$ cat src/hdl/uuse_pkg.sv
// ----------------------------------------------------------------------------
// uuse_pkg
// Shared types, constants and helpers for the six-bit printable encoder.
// ----------------------------------------------------------------------------
package uuse_pkg;

    // Encoding constants
    localparam int unsigned GROUP_BITS  = 6;
    localparam int unsigned BYTE_BITS   = 8;
    localparam int unsigned CHAR_BITS   = 7;
    localparam int unsigned CHAR_OFFSET = 32;

    // Depth of the command queue between the front and back parts
    localparam int unsigned QDEPTH  = 2;
    localparam int unsigned QPTR_W  = (QDEPTH > 1) ? $clog2(QDEPTH) : 1;
    localparam int unsigned QCNT_W  = $clog2(QDEPTH + 1);

    // Number of bits held back between bytes (0, 2 or 4)
    typedef enum logic [1:0] {
        PEND_NONE = 2'd0,
        PEND_TWO  = 2'd1,
        PEND_FOUR = 2'd2
    } pend_cnt_t;

    // One input item
    typedef struct packed {
        logic [BYTE_BITS-1:0] data_byte;
        logic                 message_last;
    } in_item_t;

    // One result item
    typedef struct packed {
        logic [CHAR_BITS-1:0] out_char;
        logic                 item_last;
        logic                 message_end;
    } out_item_t;

    // Classified byte: one or two groups to emit
    typedef struct packed {
        logic [GROUP_BITS-1:0] grp0;
        logic [GROUP_BITS-1:0] grp1;
        logic                  two;
        logic                  msg_last;
    } cmd_t;

    // Queue status seen by the back part
    typedef struct packed {
        logic valid;
        cmd_t cmd;
    } q_head_t;

    // Map a six-bit group to its printable character
    function automatic logic [CHAR_BITS-1:0] to_char(input logic [GROUP_BITS-1:0] grp);
        return {1'b0, grp} + CHAR_BITS'(CHAR_OFFSET);
    endfunction

endpackage

$ cat src/hdl/uuse_style_six_bit_encoder_top.sv
// An accepted item is written into the command queue and then loaded into
// the output register, where its first character shows.
// The output register gives one character per cycle unless the receiver
// stalls it; a byte yields one character or two.
// Reset clears the held bits, the command queue and the output register.
// ----------------------------------------------------------------------------
// uu_style_six_bit_encoder_top
// Six-bit printable-character encoder: bytes in, characters (group + 32) out.
// ----------------------------------------------------------------------------
module uu_style_six_bit_encoder_top import uuse_pkg::*; (
    input  logic      clk,
    input  logic      rst_n,
    input  logic      in_valid,
    output logic      in_ready,
    input  in_item_t  in_data,
    output logic      out_valid,
    input  logic      out_ready,
    output out_item_t out_data
);

    logic    q_full;
    logic    push;
    cmd_t    push_cmd;
    logic    pop;
    q_head_t head;

    // Classification and leftover bits
    uuse_front u_front (
        .clk      (clk),
        .rst_n    (rst_n),
        .in_valid (in_valid),
        .in_ready (in_ready),
        .in_data  (in_data),
        .q_full   (q_full),
        .push     (push),
        .push_cmd (push_cmd)
    );

    // Command queue
    uuse_queue u_queue (
        .clk      (clk),
        .rst_n    (rst_n),
        .push     (push),
        .push_cmd (push_cmd),
        .pop      (pop),
        .full     (q_full),
        .head     (head)
    );

    // Character emission
    uuse_back u_back (
        .clk       (clk),
        .rst_n     (rst_n),
        .head      (head),
        .pop       (pop),
        .out_valid (out_valid),
        .out_ready (out_ready),
        .out_data  (out_data)
    );

endmodule

$ cat src/hdl/uuse_front.sv
// ----------------------------------------------------------------------------
// uuse_front
// Accepts bytes, splits the bit stream into six-bit groups and keeps the
// leftover bits between bytes.
// ----------------------------------------------------------------------------
module uuse_front import uuse_pkg::*; (
    input  logic     clk,
    input  logic     rst_n,
    input  logic     in_valid,
    output logic     in_ready,
    input  in_item_t in_data,
    input  logic     q_full,
    output logic     push,
    output cmd_t     push_cmd
);

    pend_cnt_t  pend_cnt_reg, pend_cnt_next;
    logic [3:0] pend_bits_reg, pend_bits_next;
    logic [7:0] byte_in;
    logic       last_in;

    assign in_ready = !q_full;
    assign push     = in_valid && in_ready;
    assign byte_in  = in_data.data_byte;
    assign last_in  = in_data.message_last;

    // Classify the byte against the bits already held
    always_comb
    begin
        push_cmd          = '0;
        push_cmd.msg_last = last_in;
        pend_cnt_next     = pend_cnt_reg;
        pend_bits_next    = pend_bits_reg;
        unique case (pend_cnt_reg)
            PEND_NONE:
            begin
                push_cmd.grp0  = byte_in[7:2];
                push_cmd.grp1  = {byte_in[1:0], 4'b0000};
                push_cmd.two   = last_in;
                pend_cnt_next  = PEND_TWO;
                pend_bits_next = {2'b00, byte_in[1:0]};
            end
            PEND_TWO:
            begin
                push_cmd.grp0  = {pend_bits_reg[1:0], byte_in[7:4]};
                push_cmd.grp1  = {byte_in[3:0], 2'b00};
                push_cmd.two   = last_in;
                pend_cnt_next  = PEND_FOUR;
                pend_bits_next = byte_in[3:0];
            end
            default:
            begin
                // Four bits pending: the byte completes two groups exactly.
                push_cmd.grp0  = {pend_bits_reg, byte_in[7:6]};
                push_cmd.grp1  = byte_in[5:0];
                push_cmd.two   = 1'b1;
                pend_cnt_next  = PEND_NONE;
                pend_bits_next = 4'b0000;
            end
        endcase
        // The message end leaves nothing pending; leftover bits went out zero-padded.
        if (last_in)
        begin
            pend_cnt_next  = PEND_NONE;
            pend_bits_next = 4'b0000;
        end
    end

    // Leftover state
    always_ff @(posedge clk or negedge rst_n)
    begin
        if (!rst_n)
        begin
            pend_cnt_reg  <= PEND_NONE;
            pend_bits_reg <= 4'b0000;
        end
        else if (push)
        begin
            pend_cnt_reg  <= pend_cnt_next;
            pend_bits_reg <= pend_bits_next;
        end
    end

    // The unused pending code never appears.
    a_pend_code: assert property (@(posedge clk) disable iff (!rst_n)
        pend_cnt_reg == PEND_NONE || pend_cnt_reg == PEND_TWO || pend_cnt_reg == PEND_FOUR)
        else $error("front: invalid pending count");

    // A message end leaves nothing pending.
    a_last_clears: assert property (@(posedge clk) disable iff (!rst_n)
        push && in_data.message_last |=> pend_cnt_reg == PEND_NONE)
        else $error("front: bits pending after message end");

endmodule

$ cat src/hdl/uuse_queue.sv
// ----------------------------------------------------------------------------
// uuse_queue
// Short command queue that decouples the front part from the back part.
// ----------------------------------------------------------------------------
module uuse_queue import uuse_pkg::*; (
    input  logic    clk,
    input  logic    rst_n,
    input  logic    push,
    input  cmd_t    push_cmd,
    input  logic    pop,
    output logic    full,
    output q_head_t head
);

    cmd_t              mem [QDEPTH];
    logic [QPTR_W-1:0] wr_ptr_reg, wr_ptr_next;
    logic [QPTR_W-1:0] rd_ptr_reg, rd_ptr_next;
    logic [QCNT_W-1:0] count_reg, count_next;

    assign full       = (count_reg == QCNT_W'(QDEPTH));
    assign head.valid = (count_reg != '0);
    assign head.cmd   = mem[rd_ptr_reg];

    // Pointer and fill count updates
    always_comb
    begin
        wr_ptr_next = wr_ptr_reg;
        rd_ptr_next = rd_ptr_reg;
        count_next  = count_reg;
        if (push)
        begin
            wr_ptr_next = (wr_ptr_reg == QPTR_W'(QDEPTH - 1)) ? '0 : wr_ptr_reg + 1'b1;
        end
        if (pop)
        begin
            rd_ptr_next = (rd_ptr_reg == QPTR_W'(QDEPTH - 1)) ? '0 : rd_ptr_reg + 1'b1;
        end
        if (push && !pop)
        begin
            count_next = count_reg + 1'b1;
        end
        else if (pop && !push)
        begin
            count_next = count_reg - 1'b1;
        end
    end

    always_ff @(posedge clk or negedge rst_n)
    begin
        if (!rst_n)
        begin
            wr_ptr_reg <= '0;
            rd_ptr_reg <= '0;
            count_reg  <= '0;
        end
        else
        begin
            wr_ptr_reg <= wr_ptr_next;
            rd_ptr_reg <= rd_ptr_next;
            count_reg  <= count_next;
        end
    end

    // Storage needs no reset.
    always_ff @(posedge clk)
    begin
        if (push)
        begin
            mem[wr_ptr_reg] <= push_cmd;
        end
    end

    // Never written when full, never read when empty.
    a_no_overflow: assert property (@(posedge clk) disable iff (!rst_n)
        push |-> !full || pop)
        else $error("queue: push while full");

    a_no_underflow: assert property (@(posedge clk) disable iff (!rst_n)
        pop |-> head.valid)
        else $error("queue: pop while empty");

endmodule

$ cat src/hdl/uuse_back.sv
// ----------------------------------------------------------------------------
// uuse_back
// Turns queued commands into characters, one per cycle unless the receiver
// stalls, through an output register.
// ----------------------------------------------------------------------------
module uuse_back import uuse_pkg::*; (
    input  logic      clk,
    input  logic      rst_n,
    input  q_head_t   head,
    output logic      pop,
    output logic      out_valid,
    input  logic      out_ready,
    output out_item_t out_data
);

    logic                  out_valid_reg, out_valid_next;
    out_item_t             out_data_reg, out_data_next;
    logic                  pend_reg, pend_next;
    logic [GROUP_BITS-1:0] pend_grp_reg, pend_grp_next;
    logic                  pend_msg_reg, pend_msg_next;
    logic                  load;

    assign out_valid = out_valid_reg;
    assign out_data  = out_data_reg;

    // The output register may take a new item when empty or being drained.
    assign load = !out_valid_reg || out_ready;
    assign pop  = load && !pend_reg && head.valid;

    // Pick the second character of a pair first, else the next command
    always_comb
    begin
        out_valid_next = out_valid_reg;
        out_data_next  = out_data_reg;
        pend_next      = pend_reg;
        pend_grp_next  = pend_grp_reg;
        pend_msg_next  = pend_msg_reg;
        if (load)
        begin
            if (pend_reg)
            begin
                out_valid_next            = 1'b1;
                out_data_next.out_char    = to_char(pend_grp_reg);
                out_data_next.item_last   = 1'b1;
                out_data_next.message_end = pend_msg_reg;
                pend_next                 = 1'b0;
            end
            else if (head.valid)
            begin
                out_valid_next            = 1'b1;
                out_data_next.out_char    = to_char(head.cmd.grp0);
                out_data_next.item_last   = !head.cmd.two;
                out_data_next.message_end = !head.cmd.two && head.cmd.msg_last;
                pend_next                 = head.cmd.two;
                pend_grp_next             = head.cmd.grp1;
                pend_msg_next             = head.cmd.msg_last;
            end
            else
            begin
                out_valid_next = 1'b0;
            end
        end
    end

    always_ff @(posedge clk or negedge rst_n)
    begin
        if (!rst_n)
        begin
            out_valid_reg <= 1'b0;
            pend_reg      <= 1'b0;
        end
        else
        begin
            out_valid_reg <= out_valid_next;
            pend_reg      <= pend_next;
        end
    end

    always_ff @(posedge clk)
    begin
        out_data_reg <= out_data_next;
        pend_grp_reg <= pend_grp_next;
        pend_msg_reg <= pend_msg_next;
    end

    // A held second character always follows a first one still in view.
    a_pend_has_first: assert property (@(posedge clk) disable iff (!rst_n)
        pend_reg |-> out_valid_reg && !out_data_reg.item_last)
        else $error("back: second character pending without first");

endmodule

$ cat config.mk
export PLATFORM = sky130hd
export DESIGN_NAME = uu_style_six_bit_encoder_top
export DESIGN_NICKNAME = d
export VERILOG_FILES = /design/src/hdl/uuse_pkg.sv /design/src/hdl/uuse_style_six_bit_encoder_top.sv /design/src/hdl/uuse_front.sv /design/src/hdl/uuse_queue.sv /design/src/hdl/uuse_back.sv
export SDC_FILE = /design/constraint.sdc
export NUM_CORES = 1
export LEC_CHECK = 0
export BUFFER_PORTS_ARGS = -buffer_cell sky130_fd_sc_hd__buf_2
export CELL_PAD_IN_SITES_DETAIL_PLACEMENT = 1
export CELL_PAD_IN_SITES_GLOBAL_PLACEMENT = 2
export CORE_MARGIN = 2
export CORE_UTILIZATION = 44
export DETAILED_ROUTE_END_ITERATION = 6
export PLACE_DENSITY_LB_ADDON = 0.1
export SLEW_MARGIN = 20
export SYNTH_ARGS = -nofsm -noshare
export SYNTH_HDL_FRONTEND = slang
export SYNTH_SLANG_ARGS = --single-unit
$ cat constraint.sdc
create_clock -name clk -period 3.88 [get_ports clk]
set_input_delay 0.582 -clock clk [delete_from_list [all_inputs] [get_ports clk]]
set_output_delay 0.582 -clock clk [all_outputs]
set_load 0.03 [all_outputs]
; Word-level counts from Yosys, hierarchy flattened
; Memory sizes are Yosys's and may differ from the RTL's.
; Cells that the tools add are included.
[op_classes]
addsub = 6
eq_ne = 2
n_mux = 17
bitwise = 1
reduce_logical = 19
[op_table]
columns = op, n
row1 = $pmux W13 S2, 1
row2 = $mux W9, 2
row3 = $add A6 B6 Y7 const B, 2
row4 = $mux W1, 8
row5 = $pmux W4 S2, 1
row6 = $logic_and A1 B1 Y1, 6
row7 = $logic_not A1 Y1, 6
row8 = $mux W2, 3
row9 = $reduce_bool A2 Y1, 3
row10 = $mux W4, 1
row11 = $pmux W2 S2, 1
row12 = $reduce_and A3 Y1, 1
row13 = $add A1 B1 Y1 const B, 2
row14 = $add A2 B1 Y2 const B, 1
row15 = $eq A2 B1 Y1 const B, 1
row16 = $eq A2 B2 Y1 const B, 1
row17 = $logic_not A2 Y1, 1
row18 = $reduce_and A2 Y1, 1
row19 = $sub A2 B1 Y2 const B, 1
row20 = $logic_or A1 B1 Y1, 1
row21 = $not A1 Y1, 1
[totals]
register_bits = 28
ram_bits = 28
out_inout_bits = 11
word_cells = 58
n_memories = 1
[mem_list]
columns = memory, words, word_bits, rd, rd_ports_with_merged_regs, wr, line
row1 = u_queue.mem, 2, 14, 1, 0, 1, uuse_queue.sv:15  ; cmd_t mem [QDEPTH];

; Depth between registers and ports, before layout
[logic_depth]
word_depth = 7
depth_mapped = 8
depth_no_buf = 8

; Cells and area by module
; Synthesis repeated with hierarchy kept, for this count alone.
[unflattened]
hier_cells = 152
hier_area_um2 = 2448.6
[by_module_without_submodules]
columns = mod, instances, cells_per_inst, area_each_um2, seq_area_each_um2
row1 = uuse_queue, 1, 60, 1252.5, 940.9
row2 = uuse_back, 1, 39, 708.2, 530.5
row3 = uuse_front, 1, 53, 488.0, 150.1

; Least setup slack after synthesis
; Ideal clock, no wire load.
[synth_path]
kind = register to register
from = register u_queue.count_reg[1]
to = memory u_queue.mem[0][0] (netlist bit), enable pin
arrival_time_ns = 1.398
t_required_ns = 3.496
slack_ns = 2.098
stages_incl_launch_ff = 5
cell_sequence = dfrtp_1 > nor2b_4 > inv_4 > nand2_4 > nor2_1
[synth_between]
elab_chain_len = 5
[synth_lines]
columns = item, line
row1 = from (decl), uuse_queue.sv:18  ; logic [QCNT_W-1:0] count_reg, count_next;
row2 = from (signal assigned), uuse_queue.sv:60  ; count_reg <= count_next;
row3 = $eq A2 B2 Y1, uuse_queue.sv:20  ; assign full = (count_reg == QCNT_W'(QDEPTH));
row4 = $logic_not A1 Y1, uuse_front.sv:22  ; assign in_ready = !q_full;
row5 = named net in_ready, uuse_style_six_bit_encoder_top.sv:14  ; output logic in_ready,
row6 = $logic_and A1 B1 Y1, uuse_front.sv:23  ; assign push = in_valid && in_ready;
row7 = $mux W1, uuse_queue.sv:67  ; if (push)
row8 = $mux W1 (not written as such), uuse_queue.sv:69  ; mem[wr_ptr_reg] <= push_cmd;
row9 = to (decl), uuse_queue.sv:15
; The timed path passes the listed nets, and every way through them passes these cells.

; Worst setup path in the final report
[layout_path]
from = register u_back.pend_reg
to = register u_queue.count_reg[1]
[layout_between]
elab_chain_len = 6
[layout_lines]
columns = item, line
row1 = from (decl), uuse_back.sv:18  ; logic pend_reg, pend_next;
row2 = from (signal assigned), uuse_back.sv:75  ; pend_reg <= pend_next;
row3 = $logic_not A1 Y1 *, uuse_back.sv:28  ; assign pop = load && !pend_reg && head.valid;
row4 = $logic_and A1 B1 Y1 * (2 in a row), uuse_back.sv:28
row5 = named net pop, uuse_style_six_bit_encoder_top.sv:24  ; logic pop;
row6 = $logic_not A1 Y1, uuse_queue.sv:38  ; if (push && !pop)
row7 = $logic_and A1 B1 Y1, uuse_queue.sv:38
row8 = $mux W2 or $reduce_bool A2 Y1 (tied branches), -
; Mark *: on every way through the listed nets, which the timed path passes. The rest lies on a longest branch.
; A chain may end at the register's enable or synchronous reset.

==> metrics.cfg <==
[global_routing]
antenna_found_initial=0
grt_use_total=0.147
grt_max_degree=24
grt_pass1_wl_um=6620
grt_pass1_vias=1271
gr-total-overflow=0

[placed_design]
placed_cells_incl_taps=246
place_ws_ns=1.73
placed_area_um2=2520
place_congestion=0.785
port_buffers=23
dp_hpwl_um=3000

[logic_synthesis]
yosysMostFrequentCell=edfxtp_1
synth_top_area_share=0.560
async_flop_share=0.214
syn_inst=161
synth_fa_ha_area_frac=0.00530
synth_mux_area_frac=0.105
synthesis.area_um2=2360
synth_top_family_by_area=multiplexers
synth_ff_type=edfxtp_1
synth_top_cell_by_area=edfxtp_1
synth-simple-area-share=0.0853
avgSynthCellArea_um2=14.7
synth_edf_count=44
yosys_register_bits=56
yosysWarnings=0
synth_compound_area_frac=0.0657
synth_xor_area_frac=0.0185
synthTopCellsByCount=edfxtp_1, nand2_1, o21ai_0, mux2i_1, dfrtp_1
yosysSeqAreaShare=0.687
synth_area_leaders=edfxtp_1, dfrtp_1, mux2i_1, mux2_2, o21ai_0
synthDistinctLibCells=33
synth_nets=175

[sta]
min_period_ns=1.99
hold_viol_final=0
fmax_ghz=0.503
setup-violations-final=0
finalClockSkew_ns=0.00804
rsz0062_at_grt=false
worst_slack_ns=1.89
fin_crit_sh=0.512
max-slew-margin-rel=0.509
setup_tns_ns=0
maxSlewViolCount=0
tightest_slew_ns=0.734

[final_layout]
largest_reg_flops=28
drive_above_1_share=0.261
finalNonFillerCells=254
nets=197
area_growth_pct=10.3
diodes=0
design_area_um2=2600

[critical_path]
path_cells=nor3_4, inv_1, ha_1, xor2_1, nor2_1, xor2_1
crit_slowest_cell=dfrtp_1
max_stage_delay_ns=0.61
crit_top_cell=xor2_1
critPathArrivalTime_ns=2.21
cp.required_ns=4.10
worstPathMaxFanout=19
end_kind=flip-flop
startpoint_type=flip-flop
critPathKind=flip-flop to flip-flop

[clock_tree]
ctsResizeCount=0
clock-root-buffer=clkbuf_8
cts_setup_buffers=0
cts_htree_levels=2
clock_latency_ns=0.30
cts_buffer_depth=2
numCtsBuffers=5
cts_tree=built
holdBufCountCts=0
clkSlewWorstSetupHoldPaths_ns=0.09
clkSinkCount=56

[die]
initial_core_util=0.459
core_area_um2=5140
rows=26
die_w_um=77.3
die_h_um=77.3
dieArea_um2=5970
io_pins=24

[power_and_ir_drop]
power_switching_share=0.359
switchingPower_mw=0.755
ir_drop_uv=290
p_seq_frac=0.539
p_clk_frac=0.140
p_comb_frac=0.321
powerDensity_nw_per_um2=808
p_int_mw=1.35
p_leak_nw=1.00

[route]
vias=1292
firstDrtPassIters=4
dr_wl_met2_um=2020
wl_per_cell_um=16.2
drc=0
drtIter0Drc=36
drt-vias-per-instance=5.09
wl_met3_um=107
met1_length_um=1920
maxUsedRoutingLayer=met4
wl_um=4110
ant_nets=0

[hold_path]
hp-class=primary input to async pin

[run_status]
status=complete, no violations

[run]
drv_cap=0

[worst paths after layout]
| kind | from | end | slack [ns] | depth (start not counted) |
|---|---|---|---|---|
| max | u_back.pend_reg | u_queue.count_reg[1] | 1.89 | 6 |
| min | rst_n | u_back.out_valid | 0.15 | 1 |
| max reg2reg | u_back.pend_reg | u_queue.count_reg[1] | 1.89 | 6 |
| min reg2reg | u_front.pend_bits_reg[3] | u_front.pend_bits_reg[3] | 0.52 | 1 |
| max in group asynchronous | rst_n | u_front.pend_cnt_reg[1] | 3.50 | 1 |
| min in group clk | in_data[0] | u_queue.mem[1][0] | 0.49 | 1 |
[worst max-delay path: cells and delay by family, from the launching register on]
family	cells	cell delay [ns]
and+or+nand+nor	2	0.70
DFF	1	0.61
xor gates and xnor gates	2	0.30
adders and majority gates	1	0.21
buffers and inverters	1	0.09
[layer usage]
layer | vias up | GRT usage
met1 | 643 | 0.196
met4 | 0 | 0.0589
met3 | 5 | 0.0247
met5 | - | 0
met2 | 25 | 0.239
li1 | 619 | -
[layout by cell type (no fill, tap or decap), types with 3 or more instances in the layout]
cell and n:
mux2i_1 14, nor2_1 5, nand2_1 16, mux2_2 7, a22o_1 5, edfxtp_1 44, xor2_1 3, o21ai_0 15
buf_2 23, inv_1 7, dfrtp_1 12, clkbuf_8 5
[through the flow]
step                hold WS, ns  power [mW]   util
floorplan                 0.286        1.64      -
global placement          0.478        1.79  0.490
detailed placement        0.484        1.83  0.490
CTS                       0.148        2.14  0.506
global route              0.149        2.24  0.507
finish                    0.150        2.10  0.507
[area by class of cell]
| type | instances | area (um^2) |
|---|---|---|
| Multi-Input combinational cell | 89 | 664 |
| Clock buffer | 5 | 68.8 |
| Timing Repair Buffer | 23 | 115 |
| Tap cell | 70 | 87.6 |
| Clock inverter | 3 | 13.8 |
| Fill cell | 550 | 2540 |
| Sequential cell | 56 | 1620 |
| Inverter | 8 | 32.5 |
[cells by family after synthesis]
family / count (synthesis)
AO/OA/AOI/OAI: 25
adder cells (fa/ha/maj): 1
XOR/XNOR: 5
buffers and inverters: 16
AND/OR/NAND/NOR: 35
multiplexers: 23
flip-flops: 56
[power by group through the flow]
| stage | combinational, mW | clock, mW | sequential (mW) |
|---|---|---|---|
| CTS | 0.687 | 0.309 | 1.14 |
| floorplan | 0.500 | 0 | 1.14 |
| global placement | 0.652 | 0 | 1.14 |
| global route | 0.746 | 0.331 | 1.16 |
| detailed placement | 0.681 | 0 | 1.15 |
| finish | 0.676 | 0.295 | 1.13 |
No activity file was read; power rests on OpenSTA's default activity.
